`src/wpseq_pkg.sv`:
```
`default_nettype none
// ----------------------------------------------------------------------------
// wpseq_pkg
// Shared constants and types of the waypoint sequencer: command codes,
// register indexes, reset values, field widths and the link between the
// sequencer and its distance unit.
// ----------------------------------------------------------------------------
package wpseq_pkg;

  // defaults of the top-level parameters
  localparam int MAX_WAYPOINTS_DEF = 16;
  localparam int POS_BITS_DEF      = 24;

  // fixed field widths
  localparam int CMD_W    = 2;
  localparam int SLOT_W   = 4;
  localparam int RADIUS_W = 16;
  localparam int CLIMB_W  = 24;
  localparam int LEN_W    = 5;
  localparam int WPIDX_W  = 5;
  localparam int CFG_IDX_W  = 2;
  localparam int CFG_DATA_W = 24;
  // wide enough to hold table depths up to 511 for compares
  localparam int DEPTH_W  = 9;
  // squares of values below 2^RADIUS_W and a sum of three of them
  localparam int SQ_W     = 2 * RADIUS_W;
  localparam int ACC_W    = SQ_W + 2;

  // commands
  localparam logic [CMD_W-1:0] CMD_LOAD  = 2'd0;
  localparam logic [CMD_W-1:0] CMD_START = 2'd1;
  localparam logic [CMD_W-1:0] CMD_POS   = 2'd2;
  localparam logic [CMD_W-1:0] CMD_STOP  = 2'd3;

  // configuration register indexes
  localparam logic [CFG_IDX_W-1:0] REG_RADIUS  = 2'd0;
  localparam logic [CFG_IDX_W-1:0] REG_CLIMB   = 2'd1;
  localparam logic [CFG_IDX_W-1:0] REG_REQ     = 2'd2;
  localparam logic [CFG_IDX_W-1:0] REG_PLANLEN = 2'd3;

  // configuration reset values
  localparam logic [RADIUS_W-1:0]       RADIUS_RST  = 16'd100;
  localparam logic signed [CLIMB_W-1:0] CLIMB_RST   = 24'sd1000;
  localparam logic                      REQ_RST     = 1'b1;
  localparam logic [LEN_W-1:0]          PLANLEN_RST = 5'd0;

  localparam logic [WPIDX_W-1:0] WPIDX_NONE = 5'h1F;

  // sequencer to distance unit
  typedef struct packed {
    logic       clear;       // first step of a new distance
    logic       diff_en;     // take |a - b| of the selected axis
    logic       acc_en;      // add the square of the held difference
    logic       sel_radius;  // square the radius instead
  } dist_ctrl_t;

  // distance unit to sequencer
  typedef struct packed {
    logic far;   // some axis difference reached the radius
    logic hit;   // valid while sel_radius: strictly inside the sphere
  } dist_stat_t;

endpackage
`default_nettype wire

```
`src/wpseq_dist.sv`:
```
`default_nettype none
// ----------------------------------------------------------------------------
// wpseq_dist
// Squared-distance unit: one subtractor and one 16x16 multiplier, stepped
// axis by axis by the sequencer, then reused to square the radius.
// ----------------------------------------------------------------------------
module wpseq_dist #(
  parameter int POS_BITS = wpseq_pkg::POS_BITS_DEF
) (
  input  wire                             clk,
  input  wpseq_pkg::dist_ctrl_t           ctrl,
  input  wire  signed [POS_BITS-1:0]      a,
  input  wire  signed [POS_BITS-1:0]      b,
  input  wire  [wpseq_pkg::RADIUS_W-1:0]  radius,
  output wpseq_pkg::dist_stat_t           stat
);
  import wpseq_pkg::*;

  localparam int DIFF_W = POS_BITS + 1;
  localparam int DW     = (DIFF_W > RADIUS_W) ? DIFF_W : RADIUS_W;

  logic signed [DIFF_W-1:0] diff;
  logic        [DIFF_W-1:0] diff_abs;
  logic        [DW-1:0]     abs_ext;
  logic        [DW-1:0]     radius_ext;
  logic        [DW-1:0]     d;
  logic        [RADIUS_W-1:0] mul_op;
  logic        [SQ_W-1:0]   sq;
  logic        [ACC_W-1:0]  acc;
  logic                     far;

  assign diff       = $signed({a[POS_BITS-1], a}) - $signed({b[POS_BITS-1], b});
  assign diff_abs   = diff[DIFF_W-1] ? DIFF_W'(-diff) : DIFF_W'(diff);
  assign abs_ext    = DW'(diff_abs);
  assign radius_ext = DW'(radius);

  // only meaningful when no axis reached the radius, so the low bits suffice
  assign mul_op = ctrl.sel_radius ? radius : d[RADIUS_W-1:0];
  assign sq     = SQ_W'(mul_op) * SQ_W'(mul_op);

  always_ff @(posedge clk) begin
    if (ctrl.diff_en) begin
      d   <= abs_ext;
      far <= (far & ~ctrl.clear) | (abs_ext >= radius_ext);
    end
    if (ctrl.clear) begin
      acc <= '0;
    end else if (ctrl.acc_en) begin
      acc <= acc + ACC_W'(sq);
    end
  end

  assign stat.far = far;
  assign stat.hit = ~far && (acc < ACC_W'(sq));

endmodule
`default_nettype wire

```
`src/waypoint_sequencer.sv`:
```
`default_nettype none
// ----------------------------------------------------------------------------
// waypoint_sequencer
// Acceptance-radius waypoint sequencer with a stored plan table.
// ----------------------------------------------------------------------------
// Every input transaction gives exactly one result transaction. Load, stop,
// a failed or climb start and a position update while inactive go from the
// execute state straight to the result state; a start that targets waypoint
// 0 first passes the table read and load states; a position update while
// active first runs the four steps of the shared subtract and multiply unit
// and the radius compare, then the registered table read and load when the target moves on.
// The input side is ready again the cycle after a result is registered,
// while that result waits on the output register. cmd travels in s_tuser;
// the result flags sit in m_tdata next to the target.
module waypoint_sequencer #(
  parameter int MAX_WAYPOINTS = wpseq_pkg::MAX_WAYPOINTS_DEF,
  parameter int POS_BITS      = wpseq_pkg::POS_BITS_DEF,
  localparam int IN_W  = ((wpseq_pkg::SLOT_W + 3 * POS_BITS + 7) / 8) * 8,
  localparam int OUT_W = ((1 + 3 * POS_BITS + wpseq_pkg::WPIDX_W + 3 + 7) / 8) * 8
) (
  input  wire                               clk,
  input  wire                               rst,
  // configuration write channel
  input  wire                               cfg_valid,
  output logic                              cfg_ready,
  input  wire  [wpseq_pkg::CFG_IDX_W-1:0]   cfg_index,
  input  wire  [wpseq_pkg::CFG_DATA_W-1:0]  cfg_data,
  // input stream
  input  wire                               s_tvalid,
  output logic                              s_tready,
  input  wire  [IN_W-1:0]                   s_tdata,  // slot, pos_x, pos_y, pos_z, zero pad
  input  wire  [wpseq_pkg::CMD_W-1:0]       s_tuser,  // cmd
  // result stream
  output logic                              m_tvalid,
  input  wire                               m_tready,
  // nav_active, target_x, target_y, target_z, waypoint_index,
  // reset_integral, plan_complete, start_failed, zero pad
  output logic [OUT_W-1:0]                  m_tdata
);
  import wpseq_pkg::*;

  localparam int AW = (MAX_WAYPOINTS > 1) ? $clog2(MAX_WAYPOINTS) : 1;
  localparam int ENTRY_W = 3 * POS_BITS;
  localparam logic [DEPTH_W-1:0] DEPTH = DEPTH_W'(MAX_WAYPOINTS);

  localparam logic [2:0] ST_IDLE = 3'd0;
  localparam logic [2:0] ST_EXEC = 3'd1;
  localparam logic [2:0] ST_DIFF = 3'd2;
  localparam logic [2:0] ST_CMP  = 3'd3;
  localparam logic [2:0] ST_RD   = 3'd4;
  localparam logic [2:0] ST_LD   = 3'd5;
  localparam logic [2:0] ST_DONE = 3'd6;

  // configuration
  logic [RADIUS_W-1:0]       acceptance_radius;
  logic signed [CLIMB_W-1:0] climb_altitude;
  logic                      require_climb;
  logic [LEN_W-1:0]          plan_length;

  // sequencer state
  logic [2:0]                state;
  logic [1:0]                step;
  logic                      active;
  logic                      climb_done;
  logic [WPIDX_W-1:0]        current_index;
  logic signed [POS_BITS-1:0] goal_x, goal_y, goal_z;
  logic                      pulse_int, pulse_done, pulse_fail;

  // held input transaction
  logic [CMD_W-1:0]          cmd;
  logic [SLOT_W-1:0]         slot;
  logic signed [POS_BITS-1:0] pos_x, pos_y, pos_z;

  // plan table
  logic [ENTRY_W-1:0]        mem [MAX_WAYPOINTS];
  logic [ENTRY_W-1:0]        mem_q;
  logic [AW-1:0]             rd_addr;
  logic                      mem_we;
  logic                      slot_ok;

  logic [LEN_W-1:0]          len;
  logic [WPIDX_W-1:0]        idx_inc;

  dist_ctrl_t                dctrl;
  dist_stat_t                dstat;
  logic signed [POS_BITS-1:0] op_a, op_b;

  assign cfg_ready = 1'b1;
  assign s_tready  = (state == ST_IDLE);

  // plan length above the table depth counts as the depth
  assign len = ({{(DEPTH_W-LEN_W){1'b0}}, plan_length} > DEPTH) ?
               LEN_W'(MAX_WAYPOINTS) : plan_length;
  assign idx_inc = current_index + WPIDX_W'(1);
  assign slot_ok = ({{(DEPTH_W-SLOT_W){1'b0}}, slot} < DEPTH);
  assign mem_we  = (state == ST_EXEC) && (cmd == CMD_LOAD) && slot_ok;

  // distance unit sequencing: diff x | diff y, sq x | diff z, sq y | sq z
  always_comb begin
    dctrl = '0;
    if (state == ST_DIFF) begin
      dctrl.clear   = (step == 2'd0);
      dctrl.diff_en = (step != 2'd3);
      dctrl.acc_en  = (step != 2'd0);
    end
    dctrl.sel_radius = (state == ST_CMP);
  end

  always_comb begin
    unique case (step)
      2'd0:    begin op_a = pos_x; op_b = goal_x; end
      2'd1:    begin op_a = pos_y; op_b = goal_y; end
      default: begin op_a = pos_z; op_b = goal_z; end
    endcase
  end

  wpseq_dist #(
    .POS_BITS (POS_BITS)
  ) u_dist (
    .clk    (clk),
    .ctrl   (dctrl),
    .a      (op_a),
    .b      (op_b),
    .radius (acceptance_radius),
    .stat   (dstat)
  );

  // table write and registered read
  always_ff @(posedge clk) begin
    if (mem_we) begin
      mem[AW'(slot)] <= {pos_z, pos_y, pos_x};
    end
    if (state == ST_RD) begin
      mem_q <= mem[rd_addr];
    end
  end

  // hold the accepted transaction
  always_ff @(posedge clk) begin
    if (s_tvalid && s_tready) begin
      cmd   <= s_tuser;
      slot  <= s_tdata[SLOT_W-1:0];
      pos_x <= s_tdata[SLOT_W +: POS_BITS];
      pos_y <= s_tdata[SLOT_W + POS_BITS +: POS_BITS];
      pos_z <= s_tdata[SLOT_W + 2 * POS_BITS +: POS_BITS];
    end
  end

  // result register payload
  always_ff @(posedge clk) begin
    if (state == ST_DONE && (!m_tvalid || m_tready)) begin
      m_tdata <= OUT_W'({pulse_fail, pulse_done, pulse_int,
                         active ? current_index : WPIDX_NONE,
                         active ? goal_z : POS_BITS'(0),
                         active ? goal_y : POS_BITS'(0),
                         active ? goal_x : POS_BITS'(0),
                         active});
    end
  end

  // result valid: load when the output register is free, drop once taken
  always_ff @(posedge clk) begin
    if (rst) begin
      m_tvalid <= 1'b0;
    end else if (state == ST_DONE && (!m_tvalid || m_tready)) begin
      m_tvalid <= 1'b1;
    end else if (m_tready) begin
      m_tvalid <= 1'b0;
    end
  end

  always_ff @(posedge clk) begin
    if (rst) begin
      acceptance_radius <= RADIUS_RST;
      climb_altitude    <= CLIMB_RST;
      require_climb     <= REQ_RST;
      plan_length       <= PLANLEN_RST;
    end else if (cfg_valid && cfg_ready) begin
      unique case (cfg_index)
        REG_RADIUS:  acceptance_radius <= cfg_data[RADIUS_W-1:0];
        REG_CLIMB:   climb_altitude    <= cfg_data[CLIMB_W-1:0];
        REG_REQ:     require_climb     <= cfg_data[0];
        REG_PLANLEN: plan_length       <= cfg_data[LEN_W-1:0];
      endcase
    end
  end

  always_ff @(posedge clk) begin
    if (rst) begin
      state         <= ST_IDLE;
      step          <= '0;
      active        <= 1'b0;
      climb_done    <= 1'b0;
      current_index <= '0;
      goal_x        <= '0;
      goal_y        <= '0;
      goal_z        <= '0;
      pulse_int     <= 1'b0;
      pulse_done    <= 1'b0;
      pulse_fail    <= 1'b0;
      rd_addr       <= '0;
    end else begin
      unique case (state)
        ST_IDLE: begin
          if (s_tvalid) begin
            pulse_int  <= 1'b0;
            pulse_done <= 1'b0;
            pulse_fail <= 1'b0;
            state      <= ST_EXEC;
          end
        end
        ST_EXEC: begin
          unique case (cmd)
            CMD_LOAD: begin
              state <= ST_DONE;
            end
            CMD_START: begin
              if (len == '0) begin
                active        <= 1'b0;
                climb_done    <= 1'b0;
                current_index <= '0;
                goal_x        <= '0;
                goal_y        <= '0;
                goal_z        <= '0;
                pulse_fail    <= 1'b1;
                state         <= ST_DONE;
              end else begin
                active        <= 1'b1;
                current_index <= '0;
                climb_done    <= ~require_climb;
                if (require_climb) begin
                  goal_x <= pos_x;
                  goal_y <= pos_y;
                  goal_z <= POS_BITS'(climb_altitude);
                  state  <= ST_DONE;
                end else begin
                  rd_addr <= '0;
                  state   <= ST_RD;
                end
              end
            end
            CMD_POS: begin
              if (active) begin
                step  <= '0;
                state <= ST_DIFF;
              end else begin
                state <= ST_DONE;
              end
            end
            CMD_STOP: begin
              active        <= 1'b0;
              climb_done    <= 1'b0;
              current_index <= '0;
              goal_x        <= '0;
              goal_y        <= '0;
              goal_z        <= '0;
              state         <= ST_DONE;
            end
          endcase
        end
        ST_DIFF: begin
          step <= step + 2'd1;
          if (step == 2'd3) begin
            state <= ST_CMP;
          end
        end
        ST_CMP: begin
          if (dstat.hit) begin
            if (!climb_done && require_climb) begin
              current_index <= '0;
              if (len != '0) begin
                climb_done <= 1'b1;
                rd_addr    <= '0;
                pulse_int  <= 1'b1;
                state      <= ST_RD;
              end else begin
                active     <= 1'b0;
                climb_done <= 1'b0;
                goal_x     <= '0;
                goal_y     <= '0;
                goal_z     <= '0;
                state      <= ST_DONE;
              end
            end else if (idx_inc < len) begin
              current_index <= idx_inc;
              rd_addr       <= AW'(idx_inc);
              pulse_int     <= 1'b1;
              state         <= ST_RD;
            end else begin
              // last waypoint reached
              active        <= 1'b0;
              climb_done    <= 1'b0;
              current_index <= '0;
              goal_x        <= '0;
              goal_y        <= '0;
              goal_z        <= '0;
              pulse_done    <= 1'b1;
              state         <= ST_DONE;
            end
          end else begin
            state <= ST_DONE;
          end
        end
        ST_RD: begin
          state <= ST_LD;
        end
        ST_LD: begin
          goal_x <= mem_q[0 +: POS_BITS];
          goal_y <= mem_q[POS_BITS +: POS_BITS];
          goal_z <= mem_q[2 * POS_BITS +: POS_BITS];
          state  <= ST_DONE;
        end
        ST_DONE: begin
          // hold until the output register is free
          if (!m_tvalid || m_tready) begin
            state <= ST_IDLE;
          end
        end
        default: begin
          state <= ST_IDLE;
        end
      endcase
    end
  end

endmodule
`default_nettype wire

```
`config.mk`:
```
export PLATFORM = sky130hd
export DESIGN_NAME = waypoint_sequencer
export DESIGN_NICKNAME = d
export VERILOG_FILES = /design/src/wpseq_pkg.sv /design/src/wpseq_dist.sv /design/src/waypoint_sequencer.sv
export SDC_FILE = /design/constraint.sdc
export NUM_CORES = 2
export LEC_CHECK = 0
export BUFFER_PORTS_ARGS = -buffer_cell sky130_fd_sc_hd__buf_2
export CAP_MARGIN = 0
export CORE_ASPECT_RATIO = 1.1
export CORE_MARGIN = 5
export CORE_UTILIZATION = 42
export CTS_BUF_LIST = sky130_fd_sc_hd__clkbuf_16
export DETAILED_ROUTE_END_ITERATION = 10
export GPL_TIMING_DRIVEN = 1
export PLACE_DENSITY = 0.65
export SYNTH_ARGS = -nofsm -noshare
export SYNTH_HDL_FRONTEND = slang
export SYNTH_HIERARCHICAL = 1
export SYNTH_SLANG_ARGS = --single-unit
export TNS_END_PERCENT = 5
```
`constraint.sdc`:
```
create_clock -name clk -period 28.5 [get_ports clk]
set_input_delay 1.425 -clock clk [delete_from_list [all_inputs] [get_ports clk]]
set_output_delay 1.425 -clock clk [all_outputs]
set_load 0.005 [all_outputs]
```
==> out/results.tsv <==
stage	metric	value	unit
timing	period_share	46.58	%
die	die_h	445.1	µm
detailed_routing	routed_wl	194.4	mm
timing	slew_violations	0	
clock_tree	post_cts_buffers	0	
timing	rsz0062_at_grt	false	
detailed_routing	drt_iter0_markers	4316	
detailed_routing	ant_nets	0	
grt	grt_max_degree	93	
placement	place_ws	15.37	ns
clock_tree	post_cts_resized	0	
detailed_routing	post_drt_wl_per_cell	26.90	µm
worst_setup_path	start_kind	register	
yosys	synthCells	4632	
clock_tree	htreeDepth	4	
pwr	p_switching	0.002490	W
worst_setup_path	timing.rr.end	goal_x[17]	
pwr	swShare	34.56	%
placement	io_buffers	191	
clock_tree	tritoncts	done	
worst_setup_path	cp_slowest_cell	buf_4	
pwr	power_per_cell_area	89.02	nW/µm²
finish	seq_area	45500	µm²
timing	setup-tns-final	0	ns
die	die_w	405.5	µm
worst_setup_path	r2r-start	state[1]	
finish	drive_gt1_share	19.44	%
detailed_routing	vias	41690	
timing	min_period	13.28	ns
timing	hold_viol	0	
pwr	peakVddDrop	153.0	µV
placement	place_inst	6920	
yosys	syn_area	72270	µm²
placement	placed_cell_area	75830	µm²
min_path	hp-class	reg -> reg	
grt	antenna_found_initial	19	
grt	grt_remaining_overflow	0	
clock_tree	holdBufCountCts	0	
clock_tree	clkTransAtPathRegs	0.06	ns
finish	final_cells	7226	
placement	gp_congestion	0.8984	
timing	worst_slew_pin_slew	1.144	ns
timing	slew_headroom	21.58	%
min_path	hold_depth	0	
die	rows	159	
worst_setup_path	end_kind	register	
detailed_routing	remaining_drc_errors	0	
grt	grt_pass1_wl	282.9	mm
worst_setup_path	cp.required	29.18	ns
finish	finalCoreUtilization	47.36	%
clock_tree	cts_buffers	160	
timing	fmax	75.32	MHz
worst_setup_path	slowest_delay	0.92	ns
worst_setup_path	worstSetupPathType	reg -> reg	
detailed_routing	first_pass_iters	6	
min_path	holdPathEnd	m_tdata[79]	
pwr	power_frac_seq	36.6	%
clock_tree	clock_sinks	1572	
die	floorplan.initialDensity	42.29	%
pwr	power_frac_comb	35.3	%
clock_tree	cts-root-buf	clkbuf_16	
worst_setup_path	cp_max_fo	80	
worst_setup_path	cp.arrival	13.96	ns
timing	fin_skew	0.03142	ns
timing	finalSetupViolations	0	
placement	place_hpwl	120.9	mm
grt	grtUsageTotal	21.35	%
status	outcome	finished, final reports clean	
die	boundaryPins	204	
timing	layout_setup_ws	15.22	ns
worst_setup_path	ff2ff_path_depth	42	
detailed_routing	vias_per_cell	5.770	
min_path	min_from	pulse_done	
pwr	cellInternalPower	0.004714	W
yosys	syn_area_per_cell	15.60	µm²
finish	fin_nets	5316	
clock_tree	clk_latency	0.80	ns
worst_setup_path	crit_top_cell	inv_1	
finish	multi_input_area	24630	µm²
die	coreArea	170900	µm²
finish	final_area	80930	µm²
clock_tree	clock_path_buffers	3	
job	cap_violations	0	
pwr	clkPwrFrac	28.1	%
yosys	synth_warnings	6	
pwr	p_leak	28.47	nW
die	fp.dieArea	180500	µm²
worst_setup_path	rrSetupSlack	15.22	ns
grt	grt_pass1_vias	41600	
finish	fillCellCount	14390	
finish	area_delta_synth_final	11.99	%
==> state kept, by name, summed over array words and instances (netlist names), 2 cells and up <==
| signal | flops |
|---|---|
| mem | 1152 |
| m_tdata | 81 |
| mem_q | 72 |
| u_dist/acc | 34 |
| climb_altitude | 24 |
| goal_x | 24 |
| goal_y | 24 |
| goal_z | 24 |
| pos_x | 24 |
| pos_y | 24 |
| pos_z | 24 |
| acceptance_radius | 16 |
| u_dist/d | 16 |
| current_index | 5 |
| plan_length | 5 |
| rd_addr | 4 |
| slot | 4 |
| state | 3 |
| cmd | 2 |
| step | 2 |
==> critical path: cells and delay by family, from the launching register on <==
kind            cells  cell delay [ns]
flops               1             0.65
fa+ha+maj           8             3.71
compound gates     12             2.70
xor+xnor            1             0.21
mux                 1             0.80
simple gates        8             1.76
buf+inv            12             3.11
==> cells in the final DEF, fill, tap and decap left out, types with 26 or more instances in the layout <==
cell type  instances
mux4_2           360
dfxtp_1          168
a21o_1            32
xor2_1            26
buf_2            190
nand2b_1          30
nand3_1           45
and2_1            82
fa_1             163
o41ai_1           27
nor3_1            36
o211ai_1          77
a21oi_1          189
ha_1             210
inv_1            384
nor2_1           251
a22oi_1           50
clkinv_1          36
o41ai_2           46
xnor2_1           67
o21ai_0           59
edfxtp_1        1400
clkbuf_16        164
mux2i_1           38
buf_4             80
nand2_1          376
==> metrics by stage <==
step / hold WS (ns) / power, W
after global routing: 0.4679 / 0.007686
final: 0.4513 / 0.007204
after CTS: 0.4483 / 0.007244
after detailed placement: 0.4331 / 0.005218
after floorplan: 0.4088 / 0.004657
after global placement: 0.4290 / 0.005162
==> routing by layer <==
metal / wire length [µm] / part of all wire (%) / global-route usage [%] / vias to the layer above
met5: 27 / 0.014 / 0 / -
met2: 91780 / 47 / 34.02 / 1879
li1: - / - / - / 17990
met1: 79280 / 41 / 29.46 / 21520
met3: 17060 / 8.8 / 4.529 / 299
met4: 6215 / 3.2 / 7.138 / 4
==> worst max-delay path by stage <==
stage	endpoint	cells past startpoint	slack, ns	start
floorplan	current_index[0]	44	18.58	state[2]
global placement	goal_y[17]	42	15.50	state[1]
global route	goal_x[17]	42	14.57	state[0]
detailed placement	goal_x[17]	42	15.37	state[1]
finish	goal_x[17]	42	15.22	state[1]
CTS	goal_x[17]	42	15.32	state[1]
==> power by group through the flow <==
| stage | registers [W] | logic [W] | clock network (W) |
|---|---|---|---|
| 2_1_floorplan | 0.00265 | 0.00200 | 0 |
| 3_3_place_gp | 0.00268 | 0.00248 | 0 |
| 3_5_place_dp | 0.00268 | 0.00254 | 0 |
| 4_1_cts | 0.00263 | 0.00255 | 0.00206 |
| 5_1_grt | 0.00264 | 0.00289 | 0.00216 |
| 6_report | 0.00263 | 0.00255 | 0.00202 |
==> layout make-up <==
| cell class | instances | area share (%) |
|---|---|---|
| diodes | 7 | 0.02164 |
| repair buffers | 272 | 1.956 |
| well taps | 2254 | 3.485 |
| clock inverters | 135 | 1.211 |
| inverters | 344 | 1.606 |
| multi-input cells | 2478 | 30.43 |
| flip-flops and latches | 1572 | 56.22 |
| clock buffers | 164 | 5.071 |
Note: power is estimated with default switching activity, not from simulation.
